## src/rtl/core/bcrp_pkg.sv

```systemverilog
// ----------------------------------------------------------------------------
// bcrp_pkg
// Shared types, constants and helpers of the blank column/row profile block.
// ----------------------------------------------------------------------------
package bcrp_pkg;

  // Field and register widths fixed by the interface.
  localparam int unsigned PIX_W   = 8;
  localparam int unsigned CFG_W   = 11;
  localparam int unsigned COUNT_W = 11;
  localparam int unsigned POS_W   = 10;
  localparam int unsigned PROD_W  = COUNT_W + 5;

  localparam int unsigned DEF_MAX_WIDTH  = 1024;
  localparam int unsigned DEF_MAX_HEIGHT = 1024;

  // Depth of the queue between front and back, and of the result buffer.
  // The result buffer depth must be a power of two.
  localparam int unsigned QUEUE_DEPTH = 2;
  localparam int unsigned OUT_DEPTH   = 4;

  // Blank thresholds: count * 25 < width for rows, count * 10 < height for columns.
  localparam int unsigned ROW_MUL = 25;
  localparam int unsigned COL_MUL = 10;

  localparam logic [COUNT_W-1:0] COUNT_MAX = {COUNT_W{1'b1}};

  localparam logic [CFG_W-1:0] RST_IMAGE_WIDTH  = CFG_W'(1024);
  localparam logic [CFG_W-1:0] RST_IMAGE_HEIGHT = CFG_W'(1024);
  localparam logic [CFG_W-1:0] RST_SPAN_START   = CFG_W'(0);
  localparam logic [CFG_W-1:0] RST_SPAN_END     = CFG_W'(1024);

  typedef enum logic [1:0] {
    REG_IMAGE_WIDTH  = 2'd0,
    REG_IMAGE_HEIGHT = 2'd1,
    REG_SPAN_START   = 2'd2,
    REG_SPAN_END     = 2'd3
  } cfg_reg_e;

  localparam logic KIND_COLUMN = 1'b0;
  localparam logic KIND_ROW    = 1'b1;

  typedef struct packed {
    logic dark;
    logic first_row;
    logic last_row;
    logic end_row;
    logic row_blank;
  } item_flags_t;

  typedef struct packed {
    logic             kind;
    logic [POS_W-1:0] pos;
    logic             blank;
    logic             last;
  } result_t;

  function automatic logic [COUNT_W-1:0] sat_inc(input logic [COUNT_W-1:0] v);
    return (v == COUNT_MAX) ? COUNT_MAX : v + COUNT_W'(1);
  endfunction

endpackage

```

## src/rtl/core/bcrp_queue.sv

```systemverilog
// ----------------------------------------------------------------------------
// bcrp_queue
// Small register FIFO that decouples the classifying front from the back.
// ----------------------------------------------------------------------------
module bcrp_queue import bcrp_pkg::*; #(
  parameter int unsigned DW    = 8,
  parameter int unsigned DEPTH = QUEUE_DEPTH
) (
  input  logic          clk_i,
  input  logic          rst_ni,
  input  logic          push_i,
  input  logic [DW-1:0] data_i,
  input  logic          pop_i,
  output logic          valid_o,
  output logic          full_o,
  output logic [DW-1:0] data_o
);

  localparam int unsigned PW = (DEPTH > 1) ? $clog2(DEPTH) : 1;
  localparam int unsigned NW = $clog2(DEPTH + 1);

  logic [DW-1:0] mem_q [DEPTH];
  logic [PW-1:0] wp_q, rp_q;
  logic [NW-1:0] cnt_q;
  logic          do_push, do_pop;

  assign valid_o = (cnt_q != '0);
  assign full_o  = (cnt_q == NW'(DEPTH));
  assign data_o  = mem_q[rp_q];
  assign do_push = push_i && !full_o;
  assign do_pop  = pop_i && valid_o;

  always_ff @(posedge clk_i) begin
    if (do_push) begin
      mem_q[wp_q] <= data_i;
    end
  end

  always_ff @(posedge clk_i or negedge rst_ni) begin
    if (!rst_ni) begin
      wp_q  <= '0;
      rp_q  <= '0;
      cnt_q <= '0;
    end else begin
      if (do_push) begin
        wp_q <= (wp_q == PW'(DEPTH - 1)) ? '0 : wp_q + PW'(1);
      end
      if (do_pop) begin
        rp_q <= (rp_q == PW'(DEPTH - 1)) ? '0 : rp_q + PW'(1);
      end
      cnt_q <= cnt_q + NW'(do_push) - NW'(do_pop);
    end
  end

endmodule

```

## config.mk

```make
export PLATFORM = sky130hd
export DESIGN_NAME = bcrp_queue
export DESIGN_NICKNAME = d
export VERILOG_FILES = /design/src/rtl/core/bcrp_pkg.sv /design/src/rtl/core/bcrp_queue.sv
export SDC_FILE = /design/constraint.sdc
export NUM_CORES = 1
export LEC_CHECK = 0
export BUFFER_PORTS_ARGS = -buffer_cell sky130_fd_sc_hd__clkbuf_2
export CAP_MARGIN = 20
export CORE_MARGIN = 2
export CORE_UTILIZATION = 52
export CTS_BUF_LIST = sky130_fd_sc_hd__clkbuf_8
export DETAILED_ROUTE_END_ITERATION = 12
export PLACE_DENSITY = 0.9
export SYNTH_ARGS = -nofsm -noshare
export SYNTH_HDL_FRONTEND = slang
export SYNTH_SLANG_ARGS = --single-unit
```

## constraint.sdc

```tcl
create_clock -name clk_i -period 2.09 [get_ports clk_i]
set_input_delay 0.418 -clock clk_i [delete_from_list [all_inputs] [get_ports clk_i]]
set_output_delay 0.418 -clock clk_i [all_outputs]
set_load 0.01 [all_outputs]
```

### Word level (Yosys, flattened, before mapping)

Memory sizes are Yosys's and may differ from the RTL's.
Index checks and enable logic that the tools add are counted.

| word-level totals | value |
|---|---|
| bits in registers | 4 |
| bits in latches | 0 |
| bits in writable memories | 16 |
| bits in read-only memories | 0 |
| input bits | 12 |
| output and inout bits | 10 |
| logic and storage cells | 17 |
| memories | 1 |

| cells by class | value |
|---|---|
| add/sub/neg operators | 4 |
| multipliers | 0 |
| divide/modulo/power cells | 0 |
| $lt $le $gt $ge | 0 |
| equality and inequality tests | 1 |
| shift-type cells | 0 |
| muxes and demuxes | 4 |
| bitwise gates (word level) | 0 |
| reduce and logical (&&, ||, !) cells | 4 |

Memory list:

| name | depth | bits a word | read ports | clocked after memory_dff | wr ports | line | text |
|---|---|---|---|---|---|---|---|
| mem_q | 2 | 8 | 1 | 0 | 1 | bcrp_queue.sv:22 | `logic [DW-1:0] mem_q [DEPTH];` |

Operators with widths:

| cell | number |
|---|---|
| 1-bit two-way mux | 4 |
| 1-bit adder, second input constant | 2 |
| 2-bit by 1-bit adder with 2-bit output | 1 |
| 2-bit equality test, second input constant | 1 |
| 1-bit logical AND | 2 |
| 2-bit nonzero test | 1 |
| 2-bit by 1-bit subtractor with 2-bit output | 1 |
| 1-bit zero test | 1 |

### Depth between registers and ports, before layout

| depth | value |
|---|---|
| depth after elaboration | 5 |
| mapped depth | 7 |
| gate-level depth less buffers | 7 |

### Worst setup path after synthesis

No wires, ideal clock.

| path | value |
|---|---|
| path kind | register to register |
| start | reg cnt_q[1] |
| end | reg cnt_q[1] |
| arrival time | 1,514 ps |
| required time | 1,967 ps |
| path slack | 453 ps |
| stages on the path, launching flop included | 8 |
| path buffers | 0 |
| clock period less this slack | 1,637 ps |
| path through | dfrtp_1 or2_4 and2_4 ha_1 inv_1 ha_1 xnor2_1 xnor2_1 |

| between the ends | value |
|---|---|
| elaborated cells between the ends (all ways) | 7 |

RTL lines:

| element | line | text |
|---|---|---|
| start: declaration | bcrp_queue.sv:24 | `logic [NW-1:0] cnt_q;` |
| start signal: assignment | bcrp_queue.sv:51 | `cnt_q <= cnt_q + NW'(do_push) - NW'(do_pop);` |
| 2-bit nonzero test | bcrp_queue.sv:27 | `assign valid_o = (cnt_q != '0);` |
| net valid_o | bcrp_queue.sv:14 | `output logic valid_o,` |
| 1-bit logical AND | bcrp_queue.sv:31 | `assign do_pop = pop_i && valid_o;` |
| net do_pop | bcrp_queue.sv:25 | `logic do_push, do_pop;` |
| 2-bit by 1-bit subtractor with 2-bit output | bcrp_queue.sv:51 |  |

The timed path passes the listed nets, and every way through them passes these cells.
A chain may end at the register's enable or synchronous reset.

### Final worst setup path

| path | value |
|---|---|
| start | reg rp_q |
| end | out data_o[3] |

| between the ends | value |
|---|---|
| cells in the longest elaborated chain, start to end | 1 |

Ends and longest elaborated chain:

| element | line | text |
|---|---|---|
| start: declaration | bcrp_queue.sv:23 | `logic [PW-1:0] wp_q, rp_q;` |
| start signal: assignment | bcrp_queue.sv:49 | `rp_q <= (rp_q == PW'(DEPTH - 1)) ? '0 : rp_q + PW'(1);` |
| memory 2 x 8 bit | n/a |  |
| end: declaration | bcrp_queue.sv:16 | `output logic [DW-1:0] data_o` |

Every way passes these cells.

==> results.ini <==
[route]
drcViolationCount = 0
vias = 442
vias_per_cell = 5.26
dr.pass1.iters = 4
drt-total-wl_um = 1350
antenna_left = 0
drt_iter0_drc = 2
wl_per_cell_um = 16.0

[floorplanning]
num_rows = 13
initial_core_util_pct = 57.8
pin_count = 22
core_area_mm2 = 0.00135
fp.dieH_um = 42.8
die_x_um = 42.8
dieArea_mm2 = 0.00183

[layout]
final_cells = 84
num-fill-cells = 91
layout-drive-gt1-share_pct = 52.2
num-nets-final = 84
multi_input_area_um2 = 188
area_growth_syn_to_layout_pct = 24.5
diodes = 0
fin_util_pct = 72.0
seq_area_um2 = 581

[critical_path]
cp_cell_sequence = mux2_2, clkbuf_2
cpLargestDelayFamily = flip-flops
crit_buf_inv = 1
worstReg2RegStart = cnt_q[1]
cp.depth = 2
worstSetupEndpointType = output port
max_stage_delay_ps = 590
startpoint_type = flop
crit_path_start = rp_q
cp.required_ps = 1670
worstRegToRegCells = 7
timing.rr.end = cnt_q[1]
cp_max_fo = 9
cp_data_arrival_time_ps = 1380
crit_slowest_cell = dfrtp_1
worstSetupPathType = flop to output port
reg2reg_setup_slack_ps = 350
endpoint = data_o[3]

[cts]
ctsResizeCount = 0
cts_hold_buffers = 1
htreeDepth = 1
cts_tree = yes
cts_buffers = 3
clock-sinks = 20
cts_root_buf = clkbuf_8
clk_pin_slew_ps = 70
worstSkewPairLatency_ps = 260
postCtsSetupBuffers = 0
cts_max_path_buffers = 2

[global_routing]
grt_max_degree = 12
grt_pass1_vias = 481
grt_util_all_layers_pct = 17.4
grt_pass1_wl_um = 2180
grt-ovfl-total = 0
antenna_found_initial = 0

[power_and_ir_drop]
leakagePower_nw = 0.412
switching_share_pct = 30.0
internal_power_mw = 0.960
ir_worst_vdd_mv = 0.730
pwr-share-clk_pct = 21.3
power.share.sequential_pct = 46.3
p_per_area_mw_per_mm2 = 1410
p_sw_mw = 0.411
combPwrFrac_pct = 32.4

[run]
cap_violations = 0

[sta]
max_freq_mhz = 556
finalCritPeriodShare_pct = 86.1
tns_ps = 0
clock_skew_ps = 8.00
hold_viol_final = 0
period_needed_ps = 1800
rsz0062_at_grt = no
max-slew-margin-rel_pct = 69.5
tightest_slew_ps = 456
drv_slew = 0
setup_viol = 0

[synth]
synth_top_area_share_pct = 61.5
syn_area_um2 = 781
synth_top_area_cell = edfxtp_1
synth.avg_cell_area_um2 = 18.2
syn_nets = 57
synth-main-ff-cell = edfxtp_1
synth.most_common_cell = edfxtp_1
synth_area_leaders = edfxtp_1 62%, dfrtp_1 13%, mux2_2 12%
synth_edf_count = 16
ys_seq_area_share_pct = 74.4
ys_seq_elements = 20
async_flop_share_pct = 20.0
synthDistinctLibCells = 14
syn_inst = 43
ys_warn_count = 0
yosys-top-cells-count = 16 x edfxtp_1, 8 x mux2_2, 4 x dfrtp_1, 3 x xnor2_1

[place]
numPortBuffers = 21
dp_hpwl_um = 954
place.gp.congestion = 0.800
placedCellCount = 79

[outcome]
status = finished, final reports clean

[hold_path]
min_path_type = input port to flop

[kinds of logic (layout without fill, tap and decap cells)]
kind of cell | after synthesis | in the layout | share of synthesized area (%)
XOR/XNOR | 4 | 4 | 4.49
multiplexers | 8 | 8 | 11.5
AND/OR/NAND/NOR | 6 | 6 | 4.81
buffers and inverters | 3 | 29 | 1.60
adder cells (fa/ha/maj) | 2 | 2 | 3.20
flip-flops | 20 | 20 | 74.4
[registers in the layout, summed over array words and instances (netlist names)]
register,count
cnt_q,2
wp_q,1
mem_q,16
rp_q,1
[placed cells by master, fill, tap and decap left out]
cell           Yosys  layout
and3_1             1       1
nand2b_1           1       1
dlygate4sd3_1      0       1
buf_4              0       1
clkbuf_2           0      21
inv_1              2       2
ha_1               2       2
mux2_2             8       8
clkbuf_8           0       4
dfrtp_1            4       4
nor2_1             1       1
nand2_1            1       1
edfxtp_1          16      16
or2_4              1       1
xnor2_1            3       3
and2_4             1       1
xor2_1             1       1
[metal layers]
layer	track usage, %	part of all wire, %	vias to the layer above
met5	0	0	-
met4	11.3	2.7	0
met3	6.81	6.8	4
met2	26.4	47	17
met1	20.3	44	215
li1	-	-	206
[stage by stage]
| step | setup WS, ps | instance area, um^2 | power, mW | hold slack [ps] |
|---|---|---|---|---|
| floorplan | 453 | 781 | 0.928 | 122 |
| global placement | 450 | 907 | 1.06 | 232 |
| detailed placement | 383 | 907 | 1.08 | 235 |
| CTS | 295 | 972 | 1.38 | 343 |
| global route | 250 | 972 | 1.46 | 339 |
| finish | 291 | 972 | 1.37 | 348 |
[power by group through the flow]
stage | Combinational [mW] | Clock, mW | Sequential, mW
floorplan | 0.332 | 0 | 0.596
detailed placement | 0.443 | 0 | 0.641
CTS | 0.447 | 0.297 | 0.635
global placement | 0.427 | 0 | 0.633
finish | 0.444 | 0.292 | 0.635
global route | 0.492 | 0.318 | 0.648
[worst min-delay path by stage]
stage / from / end / cells past startpoint
global placement: rst_ni / cnt_q[0] / 1
finish: data_i[7] / mem_q[0][7] / 1
CTS: data_i[7] / mem_q[0][7] / 1
detailed placement: rst_ni / wp_q / 1
floorplan: rst_ni / cnt_q[0] / 0
global route: data_i[6] / mem_q[0][6] / 1
[area by class of cell]
cell class	count	share of cell area (%)
Sequential cell	20	59.7
Multi-Input combinational cell	20	19.3
Timing Repair Buffer	23	12.6
Clock buffer	4	5.66
Tap cell	15	1.93
Inverter	2	0.772
Power figures use the tool's default switching activity.
