`src/rtl/core/bcrp_pkg.sv`:
```
// ----------------------------------------------------------------------------
// bcrp_pkg
// Shared types, constants and helpers of the blank column/row profile block.
// ----------------------------------------------------------------------------
package bcrp_pkg;

  // Field and register widths fixed by the interface.
  localparam int unsigned PIX_W   = 8;
  localparam int unsigned CFG_W   = 11;
  localparam int unsigned COUNT_W = 11;
  localparam int unsigned POS_W   = 10;
  localparam int unsigned PROD_W  = COUNT_W + 5;

  localparam int unsigned DEF_MAX_WIDTH  = 1024;
  localparam int unsigned DEF_MAX_HEIGHT = 1024;

  // Depth of the queue between front and back, and of the result buffer.
  // The result buffer depth must be a power of two.
  localparam int unsigned QUEUE_DEPTH = 2;
  localparam int unsigned OUT_DEPTH   = 4;

  // Blank thresholds: count * 25 < width for rows, count * 10 < height for columns.
  localparam int unsigned ROW_MUL = 25;
  localparam int unsigned COL_MUL = 10;

  localparam logic [COUNT_W-1:0] COUNT_MAX = {COUNT_W{1'b1}};

  localparam logic [CFG_W-1:0] RST_IMAGE_WIDTH  = CFG_W'(1024);
  localparam logic [CFG_W-1:0] RST_IMAGE_HEIGHT = CFG_W'(1024);
  localparam logic [CFG_W-1:0] RST_SPAN_START   = CFG_W'(0);
  localparam logic [CFG_W-1:0] RST_SPAN_END     = CFG_W'(1024);

  typedef enum logic [1:0] {
    REG_IMAGE_WIDTH  = 2'd0,
    REG_IMAGE_HEIGHT = 2'd1,
    REG_SPAN_START   = 2'd2,
    REG_SPAN_END     = 2'd3
  } cfg_reg_e;

  localparam logic KIND_COLUMN = 1'b0;
  localparam logic KIND_ROW    = 1'b1;

  typedef struct packed {
    logic dark;
    logic first_row;
    logic last_row;
    logic end_row;
    logic row_blank;
  } item_flags_t;

  typedef struct packed {
    logic             kind;
    logic [POS_W-1:0] pos;
    logic             blank;
    logic             last;
  } result_t;

  function automatic logic [COUNT_W-1:0] sat_inc(input logic [COUNT_W-1:0] v);
    return (v == COUNT_MAX) ? COUNT_MAX : v + COUNT_W'(1);
  endfunction

endpackage

```
`src/rtl/core/bcrp_front.sv`:
```
// ----------------------------------------------------------------------------
// bcrp_front
// Holds the configuration, tracks column/row position and the row dark count,
// and classifies each accepted pixel for the back end.
// ----------------------------------------------------------------------------
module bcrp_front import bcrp_pkg::*; #(
  parameter int unsigned MAX_WIDTH  = DEF_MAX_WIDTH,
  parameter int unsigned MAX_HEIGHT = DEF_MAX_HEIGHT
) (
  input  logic                              clk_i,
  input  logic                              rst_ni,
  input  logic                              cfg_we_i,
  input  logic [1:0]                        cfg_idx_i,
  input  logic [CFG_W-1:0]                  cfg_data_i,
  input  logic                              in_valid_i,
  output logic                              in_ready_o,
  input  logic [PIX_W-1:0]                  pixel_gray_i,
  input  logic                              hold_i,
  input  logic                              q_full_i,
  output logic                              push_o,
  output logic [$clog2(MAX_WIDTH)-1:0]      col_o,
  output logic [$clog2(MAX_HEIGHT)-1:0]     row_o,
  output item_flags_t                       flags_o,
  output logic [$clog2(MAX_HEIGHT+1)-1:0]   h_clamp_o
);

  localparam int unsigned CW   = $clog2(MAX_WIDTH);
  localparam int unsigned RW   = $clog2(MAX_HEIGHT);
  localparam int unsigned WBW  = $clog2(MAX_WIDTH + 1);
  localparam int unsigned HBW  = $clog2(MAX_HEIGHT + 1);
  localparam int unsigned CMPW = (CW > CFG_W) ? CW : CFG_W;

  logic [CFG_W-1:0]   width_q, height_q, span_start_q, span_end_q;
  logic [CW-1:0]      col_q;
  logic [RW-1:0]      row_q;
  logic [COUNT_W-1:0] rdc_q, rdc_new;
  logic [WBW-1:0]     w_cl;
  logic [HBW-1:0]     h_cl;
  logic [CW-1:0]      w_last;
  logic [RW-1:0]      h_last;
  logic               dark, in_span, end_row, last_row, row_blank;

  // Geometry is clamped to [1, MAX].
  always_comb begin
    if (width_q == '0) begin
      w_cl = WBW'(1);
    end else if (32'(width_q) > MAX_WIDTH) begin
      w_cl = WBW'(MAX_WIDTH);
    end else begin
      w_cl = WBW'(width_q);
    end
    if (height_q == '0) begin
      h_cl = HBW'(1);
    end else if (32'(height_q) > MAX_HEIGHT) begin
      h_cl = HBW'(MAX_HEIGHT);
    end else begin
      h_cl = HBW'(height_q);
    end
  end

  assign w_last = CW'(w_cl - WBW'(1));
  assign h_last = RW'(h_cl - HBW'(1));

  assign dark     = (pixel_gray_i == '0);
  assign end_row  = (col_q >= w_last);
  assign last_row = (row_q >= h_last);
  assign in_span  = (CMPW'(col_q) >= CMPW'(span_start_q)) &&
                    (CMPW'(col_q) < CMPW'(span_end_q));
  assign rdc_new  = (dark && in_span) ? sat_inc(rdc_q) : rdc_q;
  assign row_blank = (PROD_W'(rdc_new) * PROD_W'(ROW_MUL)) < PROD_W'(w_cl);

  assign in_ready_o = !hold_i && !q_full_i;
  assign push_o     = in_valid_i && in_ready_o;
  assign col_o      = col_q;
  assign row_o      = row_q;
  assign h_clamp_o  = h_cl;

  always_comb begin
    flags_o.dark      = dark;
    flags_o.first_row = (row_q == '0);
    flags_o.last_row  = last_row;
    flags_o.end_row   = end_row;
    flags_o.row_blank = row_blank;
  end

  always_ff @(posedge clk_i or negedge rst_ni) begin
    if (!rst_ni) begin
      width_q      <= RST_IMAGE_WIDTH;
      height_q     <= RST_IMAGE_HEIGHT;
      span_start_q <= RST_SPAN_START;
      span_end_q   <= RST_SPAN_END;
    end else if (cfg_we_i) begin
      case (cfg_reg_e'(cfg_idx_i))
        REG_IMAGE_WIDTH:  width_q      <= cfg_data_i;
        REG_IMAGE_HEIGHT: height_q     <= cfg_data_i;
        REG_SPAN_START:   span_start_q <= cfg_data_i;
        REG_SPAN_END:     span_end_q   <= cfg_data_i;
        default: ;
      endcase
    end
  end

  always_ff @(posedge clk_i or negedge rst_ni) begin
    if (!rst_ni) begin
      col_q <= '0;
      row_q <= '0;
      rdc_q <= '0;
    end else if (push_o) begin
      if (end_row) begin
        col_q <= '0;
        row_q <= last_row ? '0 : row_q + RW'(1);
        rdc_q <= '0;
      end else begin
        col_q <= col_q + CW'(1);
        rdc_q <= rdc_new;
      end
    end
  end

endmodule

```
`config.mk`:
```
export PLATFORM = sky130hd
export DESIGN_NAME = bcrp_front
export DESIGN_NICKNAME = d
export VERILOG_FILES = /design/src/rtl/core/bcrp_pkg.sv /design/src/rtl/core/bcrp_front.sv
export SDC_FILE = /design/constraint.sdc
export NUM_CORES = 1
export LEC_CHECK = 0
export BUFFER_PORTS_ARGS = -buffer_cell sky130_fd_sc_hd__buf_2
export CAP_MARGIN = 20
export CORE_ASPECT_RATIO = 1.25
export CORE_MARGIN = 2
export CORE_UTILIZATION = 56
export DETAILED_ROUTE_END_ITERATION = 10
export PLACE_DENSITY_LB_ADDON = 0.05
export SYNTH_ARGS = -nofsm -noshare
export SYNTH_HDL_FRONTEND = slang
export SYNTH_SLANG_ARGS = --single-unit
```
`constraint.sdc`:
```
create_clock -name clk_i -period 11.98 [get_ports clk_i]
set_input_delay 0.599 -clock clk_i [delete_from_list [all_inputs] [get_ports clk_i]]
set_output_delay 0.599 -clock clk_i [all_outputs]
set_load 0.01 [all_outputs]
```
* After elaboration in Yosys (flattened, before gate mapping)
Cells that the tools add are included.
Storage, ports and cells: register bits after elaboration 75, bits in latches 0, bits in writable memories 0, bits in read-only memories 0, input port bits 27, output and inout bits 38, logic and storage cells 49, memories 0
Operators by class: $add $sub $neg 5, multipliers 1, div/mod/pow operators 0, magnitude comparators 7, eq/ne operators 4, shift operators 0, multiplexer cells 9, bitwise logic cells 0, reductions and logical operators 16
Operator list (number):
- 2-to-1 mux 11 bit | 7
- greater-than comparator 11 bit (second input constant) | 2
- logical NOT 11 bit | 2
- adder 10 x 1 -> 10 bit (second input constant) | 2
- >= comparator 10 bit | 2
- 2-to-1 mux 10 bit | 2
- subtractor 10 x 1 -> 10 bit (second input constant) | 2
- < comparator 16 x 11 -> 1 bit | 1
- multiplier 11 x 5 -> 16 bit (second input constant) | 1
- adder 11 x 1 -> 11 bit (second input constant) | 1
- == test 11 bit (second input constant) | 1
- >= comparator 10 x 11 -> 1 bit | 1
- < comparator 10 x 11 -> 1 bit | 1
- logical NOT 10 bit | 1
- AND reduction 2 bit | 5
- logical NOT 8 bit | 1
- == test 2 bit (second input constant) | 2
- logical AND 1 bit | 4
- == test 2 x 1 -> 1 bit (second input constant) | 1
- logical NOT 1 bit | 2
- logical NOT 2 bit | 1

* Logic depth before layout (Yosys ltp)
Gate-level depths: netlist of run 1.
word-level depth 6, gate-level depth with buffers 27, depth with buffers taken out 25

* Worst setup path after synthesis of run 1
Ideal clock, no wire load.
path kind input to output, from input port pixel_gray_i[5], to output port flags_o[0] (netlist name), arrival 5556 ps, required time 11381 ps, setup slack 5825 ps, cell stages on the path 24, buffers on the path 2, path through or4_4 > nor3_2 > o221a_2 > and2_1 > buf_2 > a21oi_1 > a31oi_1 > ha_1 > ha_1 > inv_1 > fa_1 > inv_1 > ha_1 > nor2b_1 > o21ai_1 > a21boi_1 > o21a_1 > nor2_1 > xnor2_1 > ha_1 > a2111oi_0 > o2111ai_1 > a2111oi_2 > buf_4
Between the ends: longest elaborated chain between the ends 5
Ends and longest elaborated chain:
- start, declared | line bcrp_front.sv:17 | input logic [PIX_W-1:0] pixel_gray_i,
- logical NOT 8 bit | line bcrp_front.sv:64 | assign dark = (pixel_gray_i == '0);
- logical AND 1 bit | line bcrp_front.sv:69 | assign rdc_new = (dark && in_span) ? sat_inc(rdc_q) : rdc_q;
- 2-to-1 mux 11 bit | line bcrp_front.sv:69
- multiplier 11 x 5 -> 16 bit | line bcrp_front.sv:70 | assign row_blank = (PROD_W'(rdc_new) * PROD_W'(ROW_MUL)) < PROD_W'(w_cl);
- < comparator 16 x 11 -> 1 bit | line bcrp_front.sv:70
- end, declared | line bcrp_front.sv:23 | output item_flags_t flags_o,
No other way between the ends.

==> impl_metrics.csv, run 1 <==
group,metric,value,unit
critical_path,critPathKind,"reg2out",
sta,slew_headroom,31.2,%
floorplan,initial_utilization,57.4,%
finish,final_util,63.8,%
global_route,overflow,0,
hold_path,hold_class,"in2async",
cts,post_cts_resize_count,0,
floorplan,die_area,11700,um2
synth,avgSynthCellArea,9.27,um2
global_route,antenna_found_initial,0,
pwr,peakVddDrop,0.0000746,V
detailed_routing,dr.pass1.iters,5,
detailed_routing,wirelength,14.1,mm
detailed_routing,drtAntennaViolNets,0,
detailed_routing,met2_length,7.17,mm
pwr,finalPower,0.807,mW
finish,drive_gt1_share,19.1,%
cts,post_cts_buffers,0,
sta,setup_viol,0,
sta,fmax,137,MHz
sta,setup_tns,0,ns
global_route,grt_pass1_wl,23.9,mm
sta,timing.final.crit_share,60.7,%
synth,synth_edf_count,0,
detailed_routing,wl_met3,378,um
critical_path,cpLargestDelayFamily,"compound AO/OA/AOI/OAI gates",
cts,cts_hold_buffers,0,
floorplan,ios,65,
pwr,power_density,120,nW/um2
synth,ys_seq_area_share,31.0,%
critical_path,cp_max_fo,23,
finish,finalNonFillerCells,845,
finish,final_net_count,835,
critical_path,cp.arrival,6.68,ns
cts,cts.path.max_buffers,2,
floorplan,die_w,97.0,um
floorplan,core_area,10600,um2
synth,ys.flop_type,"dfrtp_1",
place,gp_congestion,0.878,
finish,area_growth,11.2,%
synth,synthesis.nets,780,
sta,period_minus_slack,7.28,ns
synth,syn_area,6060,um2
critical_path,critPathCaptureType,"output port",
global_route,gr-usage-all-layers,25.2,%
detailed_routing,via_per_inst,5.91,
floorplan,fp-row-count,42,
place,place_inst,829,
detailed_routing,drc,0,
critical_path,worstSetupStartpointType,"flip-flop",
run,maxCapViolCount,0,
global_route,first_global_vias,4875,
detailed_routing,drt-initial-drc-count,400,
sta,slew_viol_final,0,
synth,ys_warn_count,0,
critical_path,critical-path-max-stage-delay,0.63,ns
cts,cts_tree,"done",
synth,synth_cell_types,58,
critical_path,crit_chain,"ha_1, a21oi_1, o21ai_0, a21oi_1, o21ai_1, and2_1, a21oi_1, a31oi_1, ha_1, ha_1, inv_1, fa_1, inv_1, ha_1, o21ai_0, o21ai_0, a21oi_1, xnor2_1, ha_1, a21o_1, a2111oi_0, o2111ai_1, a2111oi_2, buf_2",
critical_path,cpMostUsedCell,"ha_1",
sta,fin_skew,0.00751,ns
cts,htree_levels,3,
critical_path,path_buf_inv,3,
cts,clock_latency,0.33,ns
cts,cts_buffers,9,
critical_path,rrSetupSlack,7.95,ns
pwr,leakage,3.45,nW
detailed_routing,met1_length,6.34,mm
critical_path,crit_slowest_cell,"and2_1",
sta,hold_violations,0,
cts,numClockSinks,75,
detailed_routing,top_layer,"met4",
cts,clk_pin_slew,0.06,ns
detailed_routing,routedWlPerCell,16.7,um
floorplan,chipHeight,120,um
synth,syn_inst,654,
critical_path,worstPathRequired,11.38,ns
finish,antenna_cells,0,
synth,synth_seq_cells,75,
outcome,status,"finished clean",
synth,synthArstFlopShare,100,%
place,hpwl,11.0,mm
sta,rsz0062_at_grt,"no",
place,port_buffers,64,
cts,root_buffer,"clkbuf_16",
sta,worst_pin_slew,1.03,ns
finish,fillers,913,
detailed_routing,vias,4993,
global_route,grt_max_degree,76,
cell usage after synthesis, types with 3 or more instances:
master / count / share of area [%]
or3_1: 9 / 0.93
o21a_1: 5 / 0.62
o21ai_1: 10 / 0.83
nand2_1: 45 / 2.8
inv_1: 53 / 3.3
buf_2: 5 / 0.41
nand2b_1: 8 / 0.83
a211oi_1: 8 / 0.99
a21o_1: 16 / 2.0
buf_4: 4 / 0.50
nor4_1: 3 / 0.31
nand4_1: 4 / 0.41
mux2_2: 44 / 8.2
xor2_1: 8 / 1.2
nand3b_1: 3 / 0.37
clkbuf_1: 13 / 0.81
a21oi_1: 37 / 3.1
nor3_1: 8 / 0.66
dfstp_2: 3 / 1.3
a31oi_1: 17 / 1.8
xnor2_1: 15 / 2.2
nor2_1: 48 / 3.0
ha_1: 93 / 19
a311oi_1: 5 / 0.72
fa_1: 6 / 2.0
and3_1: 10 / 1.0
a22o_1: 4 / 0.58
dfrtp_1: 72 / 30
o31ai_1: 4 / 0.50
nand3_1: 17 / 1.4
o21ai_0: 31 / 2.6
nor2b_1: 12 / 1.2
sequential cells by signal, indices dropped and copies added (netlist names):
signal        count
rdc_q            11
col_o            10
height_q         11
span_start_q     11
row_o            10
width_q          11
span_end_q       11
power by group:
part / switching, mW / internal, mW
Combinational: 0.122 / 0.106
Clock: 0.108 / 0.141
Sequential: 0.0413 / 0.289
Total: 0.272 / 0.536
per-stage QoR:
stage / worst slack [ns] / instance area (um2) / hold slack (ns)
floorplan: 5.83 / 6060 / 0.303
global placement: 5.13 / 6460 / 0.487
detailed placement: 4.88 / 6460 / 0.493
CTS: 4.65 / 6720 / 0.445
global route: 4.18 / 6740 / 0.479
finish: 4.70 / 6740 / 0.410
placed cells by master, fill, tap and decap left out, types with 9 or more instances in the layout:
cell and count:
inv_1 53, buf_2 63, xnor2_1 15, or3_1 9
nand2_1 45, nand3_1 17, dfrtp_1 72, and3_1 10
mux2_2 44, nor2_1 48, clkbuf_16 9, a31oi_1 17
o21ai_0 31, a21o_1 16, ha_1 93, a21oi_1 37
o21ai_1 10, nor2b_1 12
layer usage:
layer | up-vias | GRT usage, %
met4 | 0 | 7.83
met1 | 2416 | 31.7
met3 | 19 | 3.41
met5 | - | 0
met2 | 91 | 45.1
li1 | 2467 | -
layout make-up:
cell class	count	area, um2	share of cell area (%)
Sequential cell	75	1880	27.9
Timing Repair Buffer	66	342	5.07
Tap cell	132	165	2.45
Multi-Input combinational cell	502	3870	57.5
Clock inverter	5	38.8	0.576
Inverter	55	206	3.07
Clock buffer	10	229	3.40
cell families (layout without fill, tap and decap cells):
kind of cell / Yosys count / count (layout) / share of synthesized area, %
AO/OA/AOI/OAI: 154 / 154 / 16.1
flip-flops: 75 / 75 / 31.0
AND/OR/NAND/NOR: 182 / 182 / 15.1
XOR/XNOR: 23 / 23 / 3.32
adder cells (fa/ha/maj): 99 / 99 / 21.2
buffers and inverters: 77 / 136 / 5.12
multiplexers: 44 / 44 / 8.18
final timing paths:
| check | depth (start not counted) | start | to |
|---|---|---|---|
| max in group asynchronous | 1 | rst_ni | row_o[8]$_DFFE_PN0P_ |
| worst min register to register | 1 | span_end_q[1]$_DFFE_PN0P_ | span_end_q[1]$_DFFE_PN0P_ |
| worst max register to register | 16 | height_q[3]$_DFFE_PN0P_ | row_o[2]$_DFFE_PN0P_ |
| worst max-delay path | 24 | col_o[4]$_DFFE_PN0P_ | flags_o[0] |
| min in group clk_i | 1 | span_end_q[1]$_DFFE_PN0P_ | span_end_q[1]$_DFFE_PN0P_ |
| worst min-delay path | 1 | rst_ni | height_q[9]$_DFFE_PN0P_ |
Power figures use the tool's default switching activity.
==> run 2, diff against run 1 <==
--- a/config.mk
+++ b/config.mk
@@ -9,7 +9,7 @@
 export CAP_MARGIN = 20
 export CORE_ASPECT_RATIO = 1.25
 export CORE_MARGIN = 2
-export CORE_UTILIZATION = 56
+export CORE_UTILIZATION = 54
 export DETAILED_ROUTE_END_ITERATION = 10
 export PLACE_DENSITY_LB_ADDON = 0.05
 export SYNTH_ARGS = -nofsm -noshare
==> constraint.sdc (replaced) <==
create_clock -name clk_i -period 6 [get_ports clk_i]
set_input_delay 0.3 -clock clk_i [delete_from_list [all_inputs] [get_ports clk_i]]
set_output_delay 0.3 -clock clk_i [all_outputs]
set_load 0.01 [all_outputs]
==> run 2 against run 1 <==
- cell count up 3.6%
- final area is 5.1% higher
- clock power is 110% higher
- sequential power rose by 95%
- count of clock-buffer cells in the layout did not move
- die area increased by 3.6%
- combinational power up 120%
- first-iteration DRC count fell by 29%
- non-clock buffer count up 26
- worst setup slack lost 4.6 ns
- clock skew increased by 0.0022 ns
- critical path type unchanged
==> impl_metrics.csv, run 2 (same netlist as run 1, synthesis figures left out) <==
group,metric,value,unit
place,hpwl,11.7,mm
global_route,first_global_vias,5024,
critical_path,worstSetupStartpointType,"flip-flop",
detailed_routing,drt-initial-drc-count,285,
detailed_routing,dr.pass1.iters,5,
finish,finalNonFillerCells,875,
finish,antenna_cells,0,
finish,final_cell_mix,"89 x ha_1, 70 x dfrtp_1, 63 x buf_2",
critical_path,critical-path-max-stage-delay,0.52,ns
critical_path,cp.arrival,5.63,ns
sta,setup_tns,0,ns
finish,area_growth,16.8,%
global_route,overflow,0,
hold_path,hold_class,"in2async",
global_route,grt_pass1_wl,24.6,mm
floorplan,die_area,12100,um2
sta,period_minus_slack,5.93,ns
sta,worst_slack,0.0694,ns
floorplan,die_w,98.7,um
critical_path,critPathKind,"reg2out",
finish,fin_area,7080,um2
critical_path,path_buf_inv,2,
sta,worst_pin_slew,1.08,ns
cts,root_buffer,"clkbuf_16",
cts,clock_latency,0.34,ns
outcome,status,"finished clean",
cts,cts_buffers,9,
floorplan,initial_utilization,54.9,%
sta,rsz0062_at_grt,"yes",
detailed_routing,drc,0,
cts,cts_tree,"done",
detailed_routing,drtAntennaViolNets,0,
sta,hold_violations,0,
cts,numClockSinks,75,
pwr,leakage,3.58,nW
cts,clk_pin_slew,0.07,ns
pwr,peakVddDrop,0.000138,V
detailed_routing,vias,5183,
global_route,antenna_found_initial,0,
critical_path,crit_slowest_cell,"fa_1",
critical_path,cpLargestDelayFamily,"compound AO/OA/AOI/OAI gates",
critical_path,crit_chain,"ha_1, a21oi_1, o21ai_1, a21oi_1, o21ai_2, and2_4, a21oi_2, a31oi_2, buf_4, ha_1, ha_4, fa_1, ha_4, o21ai_0, o21ai_1, a21oi_1, xnor2_1, ha_1, a21o_1, a2111oi_2, o2111ai_1, a2111oi_2, buf_2",
critical_path,critPathCaptureType,"output port",
sta,hold_slack,0.113,ns
place,place_ws,-0.0126,ns
sta,fmax,169,MHz
cts,cts_hold_buffers,0,
floorplan,fp-row-count,43,
pwr,finalPower,1.67,mW
finish,drive_gt1_share,25.3,%
place,place_inst,850,
sta,slew_headroom,27.8,%
finish,final_util,64.2,%
sta,setup_viol,0,
place,gp_congestion,0.864,
detailed_routing,routedWlPerCell,17.1,um
sta,slew_viol_final,0,
finish,final_common_cell,"ha_1",
critical_path,cp_max_fo,6,
critical_path,worstPathRequired,5.70,ns
cts,cts.path.max_buffers,2,
floorplan,chipHeight,122,um
sta,fin_skew,0.00974,ns
floorplan,core_area,11000,um2
global_route,grt_max_degree,76,
place,place_area,6600,um2
place,port_buffers,64,
detailed_routing,wirelength,15.0,mm
run,maxCapViolCount,0,
sta,timing.final.crit_share,98.8,%
finish,final_net_count,861,
cts,htree_levels,3,
global_route,gr-usage-all-layers,25.5,%
pwr,power_density,236,nW/um2
detailed_routing,via_per_inst,5.92,
floorplan,ios,65,
[run 2: cell types whose count changed in the layout (fill, tap and decap cells not counted), sizes merged]
cell / previous run / this run
clkinv: 3 / 2
clkinvlp: 1 / 3
buf: 66 / 92
[run 2: worst paths after layout]
kind                                        endpoint                      start  cells past startpoint  slack (ns)
max                                       flags_o[0]       col_o[4]$_DFFE_PN0P_                     23        0.07
min                          height_q[9]$_DFFE_PN0P_                     rst_ni                      1        0.11
max reg2reg                     row_o[2]$_DFFE_PN0P_    height_q[3]$_DFFE_PN0P_                     16        1.89
min reg2reg                span_end_q[8]$_DFFE_PN0P_  span_end_q[8]$_DFFE_PN0P_                      1        0.51
max in group asynchronous       rdc_q[4]$_DFFE_PN0P_                     rst_ni                      1        5.19
min in group clk_i           width_q[10]$_DFFE_PN1P_             cfg_data_i[10]                      3        0.23
[run 2: repair_timing]
action,4_1_cts,5_1_grt
gates resized for setup,14,18
endpoints found under the setup margin,1,1
setup buffers,5,4
pin swaps,3,11
[run 2: layout make-up]
type | instances | area [um2]
timing repair buffer | 92 | 533
clock buffer | 10 | 229
tap | 135 | 169
fill | 963 | 3950
inverter | 55 | 206
sequential | 75 | 1880
clock inverter | 6 | 51.3
multi-input combinational | 502 | 4010
[run 2: per-layer routing]
layer	wire length, um	up-vias	global-route usage [%]
met4	288	0	7.96
met1	6550	2548	32.6
met5	0	-	0
met2	7670	97	44.8
met3	444	20	3.36
li1	-	2518	-
[run 2: power breakdown]
group / total, mW / switching [mW] / internal [mW]
Combinational: 0.511 / 0.276 / 0.235
Clock: 0.513 / 0.227 / 0.285
Sequential: 0.645 / 0.0670 / 0.578
Total: 1.67 / 0.571 / 1.10
